**config.mk**
```make
export PLATFORM = sky130hd
export DESIGN_NAME = pop3_line_command_reply_tracker_flat
export DESIGN_NICKNAME = d
export VERILOG_FILES = /design/src/hdl/p3lt_pkg.sv /design/src/hdl/p3lt_req_if.sv /design/src/hdl/p3lt_rsp_if.sv /design/src/hdl/p3lt_front.sv /design/src/hdl/p3lt_fifo.sv /design/src/hdl/p3lt_back.sv /design/src/hdl/pop3_line_command_reply_tracker.sv /design/src/flat_wrapper.sv
export SDC_FILE = /design/constraint.sdc
export NUM_CORES = 1
export LEC_CHECK = 0
export ABC_AREA = 1
export BUFFER_PORTS_ARGS = -buffer_cell sky130_fd_sc_hd__buf_2
export CORE_UTILIZATION = 58
export DETAILED_ROUTE_END_ITERATION = 8
export GPL_ROUTABILITY_DRIVEN = 0
export GPL_TIMING_DRIVEN = 0
export PLACE_DENSITY = 0.76
export SKIP_CTS_REPAIR_TIMING = 1
export SLEW_MARGIN = 5
export SYNTH_ARGS = -nofsm -noshare
export SYNTH_HDL_FRONTEND = slang
export SYNTH_SLANG_ARGS = --single-unit
export TNS_END_PERCENT = 100
```
**constraint.sdc**
```tcl
create_clock -name clock -period 3.3 [get_ports clock]
set_clock_uncertainty 0.2 [all_clocks]
set_input_delay 0.165 -clock clock [delete_from_list [all_inputs] [get_ports clock]]
set_output_delay 0.165 -clock clock [all_outputs]
set_load 0.005 [all_outputs]
```
**src/hdl/p3lt_pkg.sv**
```systemverilog
// Package for the POP3 line, command and reply tracker.
// Holds the character codes, command and event codes, and the types
// shared by the front end, the top level and the session back end.
package p3lt_pkg;

   localparam int MAX_PENDING_DEFAULT = 255;
   localparam int QUEUE_DEPTH_DEFAULT = 4;

   localparam logic [7:0] CHAR_LF  = 8'h0A;
   localparam logic [7:0] CHAR_CR  = 8'h0D;
   localparam logic [7:0] CHAR_DOT = 8'h2E;

   // Words are stored with the first character in the low byte.
   localparam logic [31:0] WORD_USER = 32'h7265_7375;
   localparam logic [31:0] WORD_RETR = 32'h7274_6572;
   localparam logic [23:0] WORD_OK   = 24'h6B_6F2B;

   typedef enum logic [1:0] {
      CMD_NONE  = 2'd0,
      CMD_USER  = 2'd1,
      CMD_RETR  = 2'd2,
      CMD_OTHER = 2'd3
   } cmd_type;

   typedef enum logic [1:0] {
      EVT_NONE      = 2'd0,
      EVT_PIPELINED = 2'd1,
      EVT_FULL      = 2'd2
   } evt_code_type;

   typedef struct packed {
      logic    direction;
      logic    line_end;
      cmd_type cls;
      logic    is_ok;
      logic    is_dot;
   } line_item_type;

   typedef struct packed {
      logic         line_end;
      cmd_type      command_class;
      logic         data_mode;
      logic         body_line;
      logic         message_end;
      logic         mime_start;
      logic         new_transaction;
      logic [15:0]  transaction_id;
      evt_code_type event_code;
      logic [7:0]   pending_commands;
   } result_type;

   function automatic logic [31:0] lower_word(input logic [31:0] word);
      logic [31:0] res;
      res = word;
      for (int i = 0; i < 4; i++) begin
         if (word[8*i +: 8] >= 8'h41 && word[8*i +: 8] <= 8'h5A) begin
            res[8*i +: 8] = word[8*i +: 8] + 8'h20;
         end
      end
      return res;
   endfunction

endpackage

```
**src/hdl/p3lt_req_if.sv**
```systemverilog
// Input channel of the POP3 tracker: one stream byte and its direction.
// Depends on nothing; used by the top level and the front end.
interface p3lt_req_if;
   logic       valid;
   logic       ready;
   logic       direction;
   logic [7:0] data_byte;

   modport source (output valid, output direction, output data_byte, input ready);
   modport sink (input valid, input direction, input data_byte, output ready);
endinterface

```
**src/hdl/p3lt_rsp_if.sv**
```systemverilog
// Result channel of the POP3 tracker: one result per input byte.
// Depends on nothing; used by the top level and the back end.
interface p3lt_rsp_if;
   logic        valid;
   logic        ready;
   logic        line_end;
   logic [1:0]  command_class;
   logic        data_mode;
   logic        body_line;
   logic        message_end;
   logic        mime_start;
   logic        new_transaction;
   logic [15:0] transaction_id;
   logic [1:0]  event_code;
   logic [7:0]  pending_commands;

   modport source (output valid, output line_end, output command_class,
                   output data_mode, output body_line, output message_end,
                   output mime_start, output new_transaction,
                   output transaction_id, output event_code,
                   output pending_commands, input ready);
   modport sink (input valid, input line_end, input command_class,
                 input data_mode, input body_line, input message_end,
                 input mime_start, input new_transaction,
                 input transaction_id, input event_code,
                 input pending_commands, output ready);
endinterface

```
**src/hdl/p3lt_front.sv**
```systemverilog
// Front end: splits each direction into lines and classifies each line.
// Depends on p3lt_pkg and p3lt_req_if; pushes one item per byte into the queue.
module p3lt_front (
   input  logic                   clock,
   input  logic                   reset,
   p3lt_req_if.sink               req,
   input  logic                   queue_full,
   output logic                   queue_push,
   output p3lt_pkg::line_item_type queue_item
);
   import p3lt_pkg::*;

   logic [2:0]  count_ff [2];
   logic [2:0]  count_in [2];
   logic [31:0] prefix_ff [2];
   logic [31:0] prefix_in [2];
   logic        cr_ff [2];
   logic        cr_in [2];

   logic        dir;
   logic [7:0]  byte_val;
   logic [2:0]  cur_count;
   logic [31:0] cur_prefix;
   logic [31:0] low_prefix;
   logic [2:0]  len;
   logic        is_lf;

   assign req.ready  = !reset && !queue_full;
   assign queue_push = req.valid && req.ready;

   assign dir        = req.direction;
   assign byte_val   = req.data_byte;
   assign cur_count  = count_ff[dir];
   assign cur_prefix = prefix_ff[dir];
   assign low_prefix = lower_word(cur_prefix);
   assign is_lf      = (byte_val == CHAR_LF);
   assign len        = (cr_ff[dir] && cur_count != 3'd0) ? cur_count - 3'd1 : cur_count;

   always_comb begin
      queue_item.direction = dir;
      queue_item.line_end  = is_lf;
      queue_item.is_ok     = (len >= 3'd3) && (low_prefix[23:0] == WORD_OK);
      queue_item.is_dot    = (len == 3'd1) && (cur_prefix[7:0] == CHAR_DOT);
      priority if ((len >= 3'd4) && (low_prefix == WORD_USER)) begin
         queue_item.cls = CMD_USER;
      end else if ((len >= 3'd4) && (low_prefix == WORD_RETR)) begin
         queue_item.cls = CMD_RETR;
      end else begin
         queue_item.cls = CMD_OTHER;
      end
   end

   always_comb begin
      for (int d = 0; d < 2; d++) begin
         count_in[d]  = count_ff[d];
         prefix_in[d] = prefix_ff[d];
         cr_in[d]     = cr_ff[d];
      end
      if (queue_push) begin
         if (is_lf) begin
            count_in[dir]  = 3'd0;
            prefix_in[dir] = 32'd0;
            cr_in[dir]     = 1'b0;
         end else begin
            if (cur_count < 3'd4) begin
               prefix_in[dir][8*cur_count[1:0] +: 8] = byte_val;
            end
            if (cur_count < 3'd7) begin
               count_in[dir] = cur_count + 3'd1;
            end
            cr_in[dir] = (byte_val == CHAR_CR);
         end
      end
   end

   always_ff @(posedge clock) begin
      if (reset) begin
         for (int d = 0; d < 2; d++) begin
            count_ff[d]  <= 3'd0;
            prefix_ff[d] <= 32'd0;
            cr_ff[d]     <= 1'b0;
         end
      end else begin
         for (int d = 0; d < 2; d++) begin
            count_ff[d]  <= count_in[d];
            prefix_ff[d] <= prefix_in[d];
            cr_ff[d]     <= cr_in[d];
         end
      end
   end

endmodule

```
**src/hdl/p3lt_fifo.sv**
```systemverilog
// Short queue between the front end and the back end.
// Generic width and depth; registers only, read at the head pointer.
module p3lt_fifo #(
   parameter int WIDTH = 8,
   parameter int DEPTH = 4
) (
   input  logic             clock,
   input  logic             reset,
   input  logic             push,
   input  logic [WIDTH-1:0] push_data,
   input  logic             pop,
   output logic [WIDTH-1:0] head_data,
   output logic             full,
   output logic             empty
);
   localparam int AW = (DEPTH > 1) ? $clog2(DEPTH) : 1;
   localparam int CW = $clog2(DEPTH + 1);

   logic [WIDTH-1:0] mem_ff [DEPTH];
   logic [AW-1:0]    wr_ptr_ff, wr_ptr_in;
   logic [AW-1:0]    rd_ptr_ff, rd_ptr_in;
   logic [CW-1:0]    fill_ff, fill_in;
   logic             do_push;
   logic             do_pop;

   assign full      = (fill_ff == CW'(DEPTH));
   assign empty     = (fill_ff == '0);
   assign do_push   = push && !full;
   assign do_pop    = pop && !empty;
   assign head_data = mem_ff[rd_ptr_ff];

   always_comb begin
      wr_ptr_in = wr_ptr_ff;
      rd_ptr_in = rd_ptr_ff;
      fill_in   = fill_ff;
      if (do_push) begin
         wr_ptr_in = (wr_ptr_ff == AW'(DEPTH - 1)) ? '0 : wr_ptr_ff + AW'(1);
      end
      if (do_pop) begin
         rd_ptr_in = (rd_ptr_ff == AW'(DEPTH - 1)) ? '0 : rd_ptr_ff + AW'(1);
      end
      if (do_push && !do_pop) begin
         fill_in = fill_ff + CW'(1);
      end else if (do_pop && !do_push) begin
         fill_in = fill_ff - CW'(1);
      end
   end

   always_ff @(posedge clock) begin
      if (reset) begin
         wr_ptr_ff <= '0;
         rd_ptr_ff <= '0;
         fill_ff   <= '0;
      end else begin
         wr_ptr_ff <= wr_ptr_in;
         rd_ptr_ff <= rd_ptr_in;
         fill_ff   <= fill_in;
      end
   end

   always_ff @(posedge clock) begin
      if (do_push) begin
         mem_ff[wr_ptr_ff] <= push_data;
      end
   end

endmodule

```
**src/hdl/p3lt_back.sv**
```systemverilog
// Back end: session state, command counting, data mode and the output register.
// Depends on p3lt_pkg and p3lt_rsp_if; takes classified items from the queue.
module p3lt_back #(
   parameter int MAX_PENDING = p3lt_pkg::MAX_PENDING_DEFAULT
) (
   input  logic                   clock,
   input  logic                   reset,
   input  logic                   item_valid,
   input  p3lt_pkg::line_item_type item,
   output logic                   item_pop,
   input  logic                   csr_valid,
   output logic                   csr_ready,
   input  logic                   csr_data,
   p3lt_rsp_if.source             rsp
);
   import p3lt_pkg::*;

   localparam int PW = $clog2(MAX_PENDING + 1);
   localparam int SW = (PW > 8) ? PW : 8;

   logic        mime_ff;
   logic        body_ff, body_in;
   cmd_type     last_ff, last_in;
   logic [PW-1:0] pending_ff, pending_in;
   logic [PW-1:0] matched_ff, matched_in;
   logic        open_ff, open_in;
   logic [15:0] tx_ff, tx_in;
   logic        out_valid_ff;
   result_type  out_ff, out_in;
   logic [PW:0] matched_inc;
   logic [SW-1:0] pending_wide;

   assign csr_ready   = !reset;
   assign item_pop    = item_valid && (!out_valid_ff || rsp.ready);
   assign matched_inc = {1'b0, matched_ff} + {{PW{1'b0}}, 1'b1};

   always_comb begin
      body_in    = body_ff;
      last_in    = last_ff;
      pending_in = pending_ff;
      matched_in = matched_ff;
      open_in    = open_ff;
      tx_in      = tx_ff;
      out_in.line_end        = item.line_end;
      out_in.body_line       = 1'b0;
      out_in.message_end     = 1'b0;
      out_in.mime_start      = 1'b0;
      out_in.new_transaction = 1'b0;
      out_in.event_code      = EVT_NONE;
      if (item.line_end) begin
         if (!item.direction) begin
            if (!open_ff) begin
               open_in = 1'b1;
               tx_in   = tx_ff + 16'd1;
               out_in.new_transaction = 1'b1;
            end
            if (!body_ff) begin
               last_in = item.cls;
               out_in.mime_start = (item.cls == CMD_RETR) && mime_ff;
               if (pending_ff >= PW'(MAX_PENDING)) begin
                  out_in.event_code = EVT_FULL;
               end else begin
                  pending_in = pending_ff + PW'(1);
                  if (pending_ff != '0) begin
                     out_in.event_code = EVT_PIPELINED;
                  end
               end
            end
         end else begin
            if (last_ff == CMD_RETR) begin
               if (body_ff) begin
                  if (item.is_dot) begin
                     body_in = 1'b0;
                     open_in = 1'b0;
                     out_in.message_end = 1'b1;
                  end else begin
                     out_in.body_line = mime_ff;
                  end
               end else if (item.is_ok) begin
                  body_in = 1'b1;
               end
            end
            if (matched_inc >= {1'b0, pending_ff}) begin
               matched_in = '0;
               pending_in = '0;
            end else begin
               matched_in = matched_inc[PW-1:0];
            end
         end
      end
      pending_wide = SW'(pending_in);
      out_in.command_class    = last_in;
      out_in.data_mode        = body_in;
      out_in.transaction_id   = tx_in - 16'd1;
      out_in.pending_commands = (pending_wide > SW'(255)) ? 8'hFF : pending_wide[7:0];
   end

   always_ff @(posedge clock) begin
      if (reset) begin
         mime_ff      <= 1'b0;
         body_ff      <= 1'b0;
         last_ff      <= CMD_NONE;
         pending_ff   <= '0;
         matched_ff   <= '0;
         open_ff      <= 1'b0;
         tx_ff        <= 16'd0;
         out_valid_ff <= 1'b0;
      end else begin
         if (csr_valid) begin
            mime_ff <= csr_data;
         end
         if (item_pop) begin
            body_ff    <= body_in;
            last_ff    <= last_in;
            pending_ff <= pending_in;
            matched_ff <= matched_in;
            open_ff    <= open_in;
            tx_ff      <= tx_in;
         end
         if (item_pop) begin
            out_valid_ff <= 1'b1;
         end else if (rsp.ready) begin
            out_valid_ff <= 1'b0;
         end
      end
   end

   always_ff @(posedge clock) begin
      if (item_pop) begin
         out_ff <= out_in;
      end
   end

   assign rsp.valid            = out_valid_ff;
   assign rsp.line_end         = out_ff.line_end;
   assign rsp.command_class    = out_ff.command_class;
   assign rsp.data_mode        = out_ff.data_mode;
   assign rsp.body_line        = out_ff.body_line;
   assign rsp.message_end      = out_ff.message_end;
   assign rsp.mime_start       = out_ff.mime_start;
   assign rsp.new_transaction  = out_ff.new_transaction;
   assign rsp.transaction_id   = out_ff.transaction_id;
   assign rsp.event_code       = out_ff.event_code;
   assign rsp.pending_commands = out_ff.pending_commands;

   a_pending_bound: assert property (@(posedge clock) disable iff (reset)
      pending_ff <= PW'(MAX_PENDING))
      else $error("pending command count above its limit");

   a_matched_below: assert property (@(posedge clock) disable iff (reset)
      matched_ff < pending_ff || (matched_ff == '0 && pending_ff == '0))
      else $error("matched replies caught up with pending commands");

   a_end_leaves_body: assert property (@(posedge clock) disable iff (reset)
      out_valid_ff && out_ff.message_end |-> !out_ff.data_mode && !out_ff.body_line)
      else $error("message end reported while still in data mode");

   a_body_needs_mime: assert property (@(posedge clock) disable iff (reset)
      out_valid_ff && out_ff.body_line |-> out_ff.data_mode && mime_ff)
      else $error("body line reported outside data mode or without MIME");

endmodule

```
**src/hdl/pop3_line_command_reply_tracker.sv**
```systemverilog
// POP3 line, command and reply tracker, top level.
// Depends on p3lt_pkg, p3lt_req_if, p3lt_rsp_if, p3lt_front, p3lt_fifo, p3lt_back.
//
// Usage:
// req_ch carries one stream byte per transfer, tagged with its direction
// (0 client to server, 1 server to client). rsp_ch returns exactly one
// result per input byte, in order, describing the session state after it.
// The csr port writes mime_enable; it is ready whenever reset is low and
// should be written only while no bytes are in flight.
// A transferred byte is written into the queue, and its result is registered
// in the output register before it appears on rsp_ch. Throughput is one byte
// per cycle while rsp_ch.ready stays high; the back end updates its session registers per byte.
// The front end splits lines and classifies them; a queue of QUEUE_DEPTH
// entries and the output register decouple it from the back end. When the
// receiver stalls, the output register holds its result, the queue fills,
// and req_ch.ready drops once the queue is full.
// Synchronous reset clears all line, command and transaction state and sets
// mime_enable to 0; no transfer is taken while reset is high.
module pop3_line_command_reply_tracker #(
   parameter int MAX_PENDING = p3lt_pkg::MAX_PENDING_DEFAULT,
   parameter int QUEUE_DEPTH = p3lt_pkg::QUEUE_DEPTH_DEFAULT
) (
   input  logic       clock,
   input  logic       reset,
   p3lt_req_if.sink   req_ch,
   p3lt_rsp_if.source rsp_ch,
   input  logic       csr_valid,
   output logic       csr_ready,
   input  logic       csr_data
);
   import p3lt_pkg::*;

   localparam int IW = $bits(line_item_type);

   logic          queue_full;
   logic          queue_empty;
   logic          queue_push;
   logic          queue_pop;
   line_item_type push_item;
   line_item_type head_item;
   logic [IW-1:0] head_bits;

   p3lt_front u_front (
      .clock      (clock),
      .reset      (reset),
      .req        (req_ch),
      .queue_full (queue_full),
      .queue_push (queue_push),
      .queue_item (push_item)
   );

   p3lt_fifo #(
      .WIDTH (IW),
      .DEPTH (QUEUE_DEPTH)
   ) u_queue (
      .clock     (clock),
      .reset     (reset),
      .push      (queue_push),
      .push_data (push_item),
      .pop       (queue_pop),
      .head_data (head_bits),
      .full      (queue_full),
      .empty     (queue_empty)
   );

   assign head_item = line_item_type'(head_bits);

   p3lt_back #(
      .MAX_PENDING (MAX_PENDING)
   ) u_back (
      .clock      (clock),
      .reset      (reset),
      .item_valid (!queue_empty),
      .item       (head_item),
      .item_pop   (queue_pop),
      .csr_valid  (csr_valid),
      .csr_ready  (csr_ready),
      .csr_data   (csr_data),
      .rsp        (rsp_ch)
   );

endmodule
```
**src/flat_wrapper.sv**
```systemverilog
// flat-port wrapper written by rule: the top's interface ports become plain ports
module pop3_line_command_reply_tracker_flat import p3lt_pkg::*;
#(
   parameter int MAX_PENDING = p3lt_pkg::MAX_PENDING_DEFAULT,
   parameter int QUEUE_DEPTH = p3lt_pkg::QUEUE_DEPTH_DEFAULT
)
  (clock, reset, csr_valid, csr_ready, csr_data, req_ch_valid, req_ch_direction, req_ch_data_byte, req_ch_ready, rsp_ch_valid, rsp_ch_line_end, rsp_ch_command_class, rsp_ch_data_mode, rsp_ch_body_line, rsp_ch_message_end, rsp_ch_mime_start, rsp_ch_new_transaction, rsp_ch_transaction_id, rsp_ch_event_code, rsp_ch_pending_commands, rsp_ch_ready);
  p3lt_req_if req_ch_i ();
  p3lt_rsp_if rsp_ch_i ();
  input  logic clock;
  input  logic reset;
  input  logic csr_valid;
  output logic csr_ready;
  input  logic csr_data;
  input wire logic [$bits(req_ch_i.valid)-1:0] req_ch_valid;
  input wire logic [$bits(req_ch_i.direction)-1:0] req_ch_direction;
  input wire logic [$bits(req_ch_i.data_byte)-1:0] req_ch_data_byte;
  output wire logic [$bits(req_ch_i.ready)-1:0] req_ch_ready;
  output wire logic [$bits(rsp_ch_i.valid)-1:0] rsp_ch_valid;
  output wire logic [$bits(rsp_ch_i.line_end)-1:0] rsp_ch_line_end;
  output wire logic [$bits(rsp_ch_i.command_class)-1:0] rsp_ch_command_class;
  output wire logic [$bits(rsp_ch_i.data_mode)-1:0] rsp_ch_data_mode;
  output wire logic [$bits(rsp_ch_i.body_line)-1:0] rsp_ch_body_line;
  output wire logic [$bits(rsp_ch_i.message_end)-1:0] rsp_ch_message_end;
  output wire logic [$bits(rsp_ch_i.mime_start)-1:0] rsp_ch_mime_start;
  output wire logic [$bits(rsp_ch_i.new_transaction)-1:0] rsp_ch_new_transaction;
  output wire logic [$bits(rsp_ch_i.transaction_id)-1:0] rsp_ch_transaction_id;
  output wire logic [$bits(rsp_ch_i.event_code)-1:0] rsp_ch_event_code;
  output wire logic [$bits(rsp_ch_i.pending_commands)-1:0] rsp_ch_pending_commands;
  input wire logic [$bits(rsp_ch_i.ready)-1:0] rsp_ch_ready;
  assign req_ch_i.valid = req_ch_valid;
  assign req_ch_i.direction = req_ch_direction;
  assign req_ch_i.data_byte = req_ch_data_byte;
  assign req_ch_ready = req_ch_i.ready;
  assign rsp_ch_valid = rsp_ch_i.valid;
  assign rsp_ch_line_end = rsp_ch_i.line_end;
  assign rsp_ch_command_class = rsp_ch_i.command_class;
  assign rsp_ch_data_mode = rsp_ch_i.data_mode;
  assign rsp_ch_body_line = rsp_ch_i.body_line;
  assign rsp_ch_message_end = rsp_ch_i.message_end;
  assign rsp_ch_mime_start = rsp_ch_i.mime_start;
  assign rsp_ch_new_transaction = rsp_ch_i.new_transaction;
  assign rsp_ch_transaction_id = rsp_ch_i.transaction_id;
  assign rsp_ch_event_code = rsp_ch_i.event_code;
  assign rsp_ch_pending_commands = rsp_ch_i.pending_commands;
  assign rsp_ch_i.ready = rsp_ch_ready;
  pop3_line_command_reply_tracker #(.MAX_PENDING(MAX_PENDING), .QUEUE_DEPTH(QUEUE_DEPTH)) u_core (.clock(clock), .reset(reset), .req_ch(req_ch_i), .rsp_ch(rsp_ch_i), .csr_valid(csr_valid), .csr_ready(csr_ready), .csr_data(csr_data));
endmodule
```
# [Word-level counts from Yosys, hierarchy flattened]
# Memories as Yosys holds them, arrays and structs flattened. A register that Yosys moved wholly into a read port is not among the register bits.
# Cells that the tools add are included.
[classes] n_mul=0 n_lt_le_gt_ge=17 div_mod_pow=0 mux=71 eq_ne=15 add_sub_neg=15 shift=2 n_bitwise=17 n_reduce_logical=37
[op_table] cell="$mux 64" count=3
[op_table] cell="$mux 32" count=4
[op_table] cell="$mux 8" count=10
[op_table] cell="$and 64x64->64" count=1
[op_table] cell="$bwmux 64" count=1
[op_table] cell="$demux 32 s1" count=2
[op_table] cell="$eq 32x31->1 const B" count=2
[op_table] cell="$not 64->64" count=1
[op_table] cell="$mux 16" count=3
[op_table] cell="$neg 5->34" count=1
[op_table] cell="$shift 8x34->32 const A" count=1
[op_table] cell="$shiftx 8x34->32" count=1
[op_table] cell="$add 8x6->8 const B" count=4
[op_table] cell="$ge 8x7->1 const B" count=4
[op_table] cell="$le 8x7->1 const B" count=4
[op_table] cell="$eq 24x23->1 const B" count=1
[op_table] cell="$mux 1" count=24
[op_table] cell="$mux 2" count=11
[op_table] cell="$logic_and 1x1->1" count=18
[op_table] cell="$mux 3" count=6
[op_table] cell="$mux 6" count=3
[op_table] cell="$add 16x1->16 const B" count=1
[op_table] cell="$eq 8x4->1 const B" count=2
[op_table] cell="$sub 16x1->16 const B" count=1
[op_table] cell="42 further kinds" count=65
[totals] output_inout_bits=37 register_bits=79 in_bits=15 mem_bits_ro=0 memories=4 latch_bits=0 mem_bits_rw=96
[mem_list] memory="u_core.u_front.prefix_ff" words=2 width=32 rd=3 rd_ports_with_merged_regs=0 wr=2 line="p3lt_front.sv:15" source="logic [31:0] prefix_ff [2];"
[mem_list] memory="u_core.u_queue.mem_ff" words=4 width=6 rd=1 rd_ports_with_merged_regs=1 wr=1 line="p3lt_fifo.sv:19" source="logic [WIDTH-1:0] mem_ff [DEPTH];"
[mem_list] memory="u_core.u_front.count_ff" words=2 width=3 rd=3 rd_ports_with_merged_regs=0 wr=2 line="p3lt_front.sv:13" source="logic [2:0] count_ff [2];"
[mem_list] memory="u_core.u_front.cr_ff" words=2 width=1 rd=3 rd_ports_with_merged_regs=0 wr=2 line="p3lt_front.sv:17" source="logic cr_ff [2];"

# [Depth between registers and ports, before layout]
[depth] depth_word=10 ltp_mapped=17 ltp_nobuf=17

# [Hierarchy]
# Synthesis repeated with hierarchy kept, for this count alone.
[unflattened] hier_cells=1540 area_unflattened_um2=10602.7
[modules_own_cells] module="p3lt_front" area_each_um2=5019.8 cells_per_inst=869 seq_area_each_um2=1441.4 instances=1
[modules_own_cells] module="p3lt_back" area_each_um2=4167.7 cells_per_inst=541 seq_area_each_um2=1781.7 instances=1
[modules_own_cells] module="p3lt_fifo" area_each_um2=1411.4 cells_per_inst=129 seq_area_each_um2=900.9 instances=1
[modules_own_cells] module="pop3_line_command_reply_tracker" area_each_um2=3.8 cells_per_inst=1 seq_area_each_um2=0.0 instances=1

# [Worst setup path before layout]
# OpenSTA, ideal clock, no wires.
[synth_timing] path_type="reg2reg" startpoint="register u_core.u_back.matched_ff[0]" endpoint="register u_core.u_back.out_ff, in the netlist u_core.u_back.rsp.pending_commands[2] (data pin)" setup_time_ns=0.261 n_path_buf=0 period_less_slack_ns=2.734 path_stages_with_launch=17 t_required_ns=2.839 arrival_time_ns=2.273 path_slack_ns=0.566 path_cell_list="dfxtp_1 -> ha_1 -> nand2_1 -> nor2_1 -> nand3_1 -> xor2_1 -> inv_1 -> ha_1 -> nand2_1 -> nand3b_1 -> nand3b_1 -> nand3_1 -> nand2_1 -> nand2_1 -> nand2_1 -> nand2_1 -> o21ai_0"
[synth_between] elab_chain_len=6
[synth_lines] element="start: declaration" line="p3lt_back.sv:25" source="logic [PW-1:0] matched_ff, matched_in;"
[synth_lines] element="start signal: assignment" line="p3lt_back.sv:116" source="matched_ff <= matched_in;"
[synth_lines] element="$add 8x1->9 *" line="p3lt_back.sv:35" source="assign matched_inc = {1'b0, matched_ff} + {{PW{1'b0}}, 1'b1};"
[synth_lines] element="$ge 9x8->1 *" line="p3lt_back.sv:83" source="if (matched_inc >= {1'b0, pending_ff}) begin"
[synth_lines] element="$mux 8 *" line="p3lt_back.sv:83"
[synth_lines] element="$mux 8 *" line="p3lt_back.sv:51" source="if (!item.direction) begin"
[synth_lines] element="$mux 8 *" line="p3lt_back.sv:50" source="if (item.line_end) begin"
[synth_lines] element="named net u_core.u_back.pending_in[2]" line="p3lt_back.sv:24" source="logic [PW-1:0] pending_ff, pending_in;"
[synth_lines] element="$gt 8x8->1" line="p3lt_back.sv:95" source="out_in.pending_commands = (pending_wide > SW'(255)) ? 8'hFF : pending_wide[7:0];"
[synth_lines] element="end signal: assignment" line="p3lt_back.sv:130" source="out_ff <= out_in;"
[synth_lines] element="end: declaration" line="p3lt_back.sv:29" source="result_type out_ff, out_in;"
# Mark *: on every way through the listed nets, which the timed path passes. The rest lies on a longest branch.
# A chain may end at the register's enable or synchronous reset.

==> impl_results.md <==
* Status: complete, no violations
* Vias per inst at 5.562
* DR WL met2 at between 10 and 15 mm
* Fillers at ~1400
* Power Density at 772.8 nW/um2
* WP buf/inv at 4
* Post-synthesis sequential area ratio at about 43%
* Area of the multi-input gates at 4683 um2
* Syn_nets at around 1400
* CTS H-tree depth at 4
* Routed vias at 9032
* Arr. time, crit path at ~3.2 ns
* Synthesized area at 9657 um2
* Grt total ovfl at 0
* Syn Inst Count at 1316
* Flop2flop setup slack at 0.24 ns
* Worst-Margin Slew at 0.7993 ns
* Hold Fails Final Rpt at 0
* Met3 wire len at 2.025 mm
* TritonRoute pass-1 iters at 6
* Total GRT Usage at 29.84%
* Register Area at 4125 um2
* Total CTS buffers at 17
* Starting DRT DRC Count at 852
* Clock Latency Late Sink at around 0.44 ns
* HP Class: in2reg
* DRC viols at 0
* Routed len/inst at 15.32 um
* Crit-path slowest cell: o21ai_0
* CP cell instances: buf_2 -> buf_2 -> buf_2 -> o21a_1 -> inv_1 -> ha_1 -> ha_1 -> nor2_1 -> o21ai_1 -> o21ai_0 -> nand2_1 -> nand2_1 -> nand2_1 -> a21oi_1 -> nand3b_1 -> nor2_1
* Max stage delay on crit path at between 0.3 and 0.4 ns
* Worst R2R Path Depth at 15
* # clock sinks at 177
* Post-DP HPWL at 18.22 mm
* Yosys reg bits at 177
* Post-route ant nets at 0
* Fin crit share at 94.21%
* Relative slew slack at 46.15%
* Avg Cell Area, Syn at about 7.3 um2
* Final wirelength at 24.87 mm
* Pin count of the biggest net entering global routing at 26
* Minimum clock period at 3.109 ns
* Port bufs at 50
* Yosys cell types at 53
* Highest net fanout along the worst path at 10
* Die extent in x at 131.0 um
* Total power at 8428 uW
* WHS Path Cells at 5
* Die Height at 131.0 um
* Setup violations, final at 0
* VDD IR max at approximately 0.00045 V
* Ports at 52
* Antenna fix cells at 0
* Hold path start: req_ch_data_byte[7]
* Layout area overhead at 12.93%
* Layout cells sized above 1 at 11.29%
* First-pass GRT wire length at 38.85 mm
* Crit path launch type: input port
* Maxcap violations at 0
* Slew Limit Fails at 0
* Die area at 17170 um2
* Uppermost layer routed: met4
* RSZ-0062 raised after global routing: true
* Worst reg2reg path endpoint: u_core.u_queue.mem_ff[0][1]
* Hold EP: u_core.u_front.prefix_ff[1][7]
* Final worst setup slack at 0.1912 ns
* Vias in the first global route at 7926
* DP Worst Slack at -0.2808 ns
* Final Core Density at between 60% and 70%
* Crit Path Class: in2reg
* Setup crit end kind: flop
* Starting Density at 60.14%
* Antenna violations before repair at 0
* FF-to-FF Start: u_core.u_front.count_ff[1][0]
* WP data required at 3.34 ns
* Core area at around 16000 um2
* Clock slew at reported path FFs at 0.07 ns
* Final-stage net count at 1441
* Max clock buf depth at 2
* Leak pwr at 0.004685 uW
* Yosys warns at 0
* # rows at 46
* Met1 Wirelength at about 11 mm
* Clock tree from TritonCTS: done
* Clk root buf: clkbuf_16
* Max Clk Rate at between 300 and 400 MHz
* CP top delay family: compound AO/OA/AOI/OAI gates
## metrics by stage
| step | hold slack [ns] | TNS (ns) | instances | cell area (um2) |
|---|---|---|---|---|
| after floorplan | 0.06387 | 0 | 1316 | 9657 |
| after global placement | 0.2084 | -7.088 | 1582 | 10180 |
| after detailed placement | 0.2432 | -3.980 | 1583 | 10210 |
| after CTS | -0.2053 | -0.03301 | 1615 | 10790 |
| after global routing | 0.01816 | -0.1437 | 1624 | 10910 |
| final | 0.007493 | 0 | 1624 | 10910 |
## final cells by class
type	count	area share (%)
inverter	185	6.368
clock buffer	23	4.773
multi-input combinational	917	42.94
clock inverter	9	0.5966
tap	216	2.478
timing repair buffer	61	3.465
buffer	36	1.549
sequential	177	37.83
## flip-flops by register name (all words and copies together) (netlist names), 6 cells and up, named ones only
signal and cells:
u_core.u_back.matched_ff 8, u_core.u_back.pending_ff 8, u_core.u_back.rsp.pending_commands 8, u_core.u_back.rsp.transaction_id 16, u_core.u_back.tx_ff 16, u_core.u_front.count_ff 6
u_core.u_front.prefix_ff 64, u_core.u_queue.mem_ff 24
## routing by layer
layer	vias to the layer above	track usage [%]
met5	-	0
met4	0	11.02
met3	38	5.008
met2	336	47.77
met1	4181	40.51
li1	4477	-
## worst min-delay path: stages
cell,delay (ns)
buf_2,0.11
inv_1,0.13
nor2_1,0.08
nand2_1,0.06
a21oi_1,0.05
## cells by family after synthesis
logic type / synth area share, %
AOI/OAI and AO/OA: 12.94
xor gates and xnor gates: 1.723
and+or+nand+nor: 29.58
buffers and inverters: 8.953
DFF: 42.71
adders and majority gates: 4.094
## Yosys cell counts, drive strengths merged
cell | n | area (um2)
dfxtp | 119 | 2382
nand3 | 96 | 525.5
o211a | 1 | 10.01
and2 | 1 | 6.260
nand3b | 7 | 52.55
nand2 | 334 | 1289
clkinv | 1 | 3.750
nor4b | 1 | 8.760
nor3b | 1 | 7.510
o21ai | 87 | 446.7
buf | 13 | 80.07
nor2 | 129 | 555.5
nor3 | 20 | 105.1
nand4 | 28 | 175.2
o22ai | 4 | 25.02
o211ai | 5 | 47.54
fa | 1 | 20.02
o21bai | 1 | 7.510
xnor2 | 2 | 17.52
inv | 184 | 690.7
edfxtp | 58 | 1742
ha | 30 | 375.4
clkbuf | 24 | 90.09
o221ai | 1 | 8.760
o21a | 4 | 30.03
nor4 | 7 | 50.05
a22oi | 8 | 60.06
a211oi | 2 | 15.01
a31oi | 2 | 12.51
a21oi | 113 | 569.3
or2 | 13 | 81.33
a2111oi | 1 | 8.760
a41oi | 1 | 8.760
xor2 | 17 | 148.9
## worst max-delay path by stage
stage | startpoint | end | cells past startpoint | slack [ns]
after global routing | u_core.u_front.count_ff[1][0] | u_core.u_queue.mem_ff[1][0] | 12 | -0.04
after floorplan | u_core.u_back.matched_ff[0] | u_core.u_back.rsp.pending_commands[2] | 16 | 0.57
final | req_ch_direction | u_core.u_queue.mem_ff[0][1] | 16 | 0.19
after global placement | req_ch_direction | u_core.u_queue.mem_ff[3][1] | 17 | -0.25
after detailed placement | req_ch_direction | u_core.u_queue.mem_ff[3][1] | 17 | -0.28
after CTS | u_core.u_front.count_ff[0][0] | u_core.u_queue.mem_ff[1][0] | 10 | -0.008
## layout by cell type (no fill, tap or decap), drive strengths merged, types with 2 or more instances in the layout
cell / instances
a211oi: 2
a21oi: 113
a22oi: 8
a31oi: 2
buf: 64
clkbuf: 46
clkinv: 3
clkinvlp: 2
dfxtp: 119
dlygate4sd3: 10
edfxtp: 58
ha: 30
inv: 189
nand2: 334
nand3: 96
nand3b: 7
nand4: 28
nor2: 129
nor3: 20
nor4: 7
o211ai: 5
o21a: 4
o21ai: 87
o22ai: 4
or2: 13
xnor2: 2
xor2: 17
## where the power goes
group          switching, uW  internal [uW]
combinational           2260           1060
sequential               254           2860
clock                    879           1120
Power figures use the tool's default switching activity.
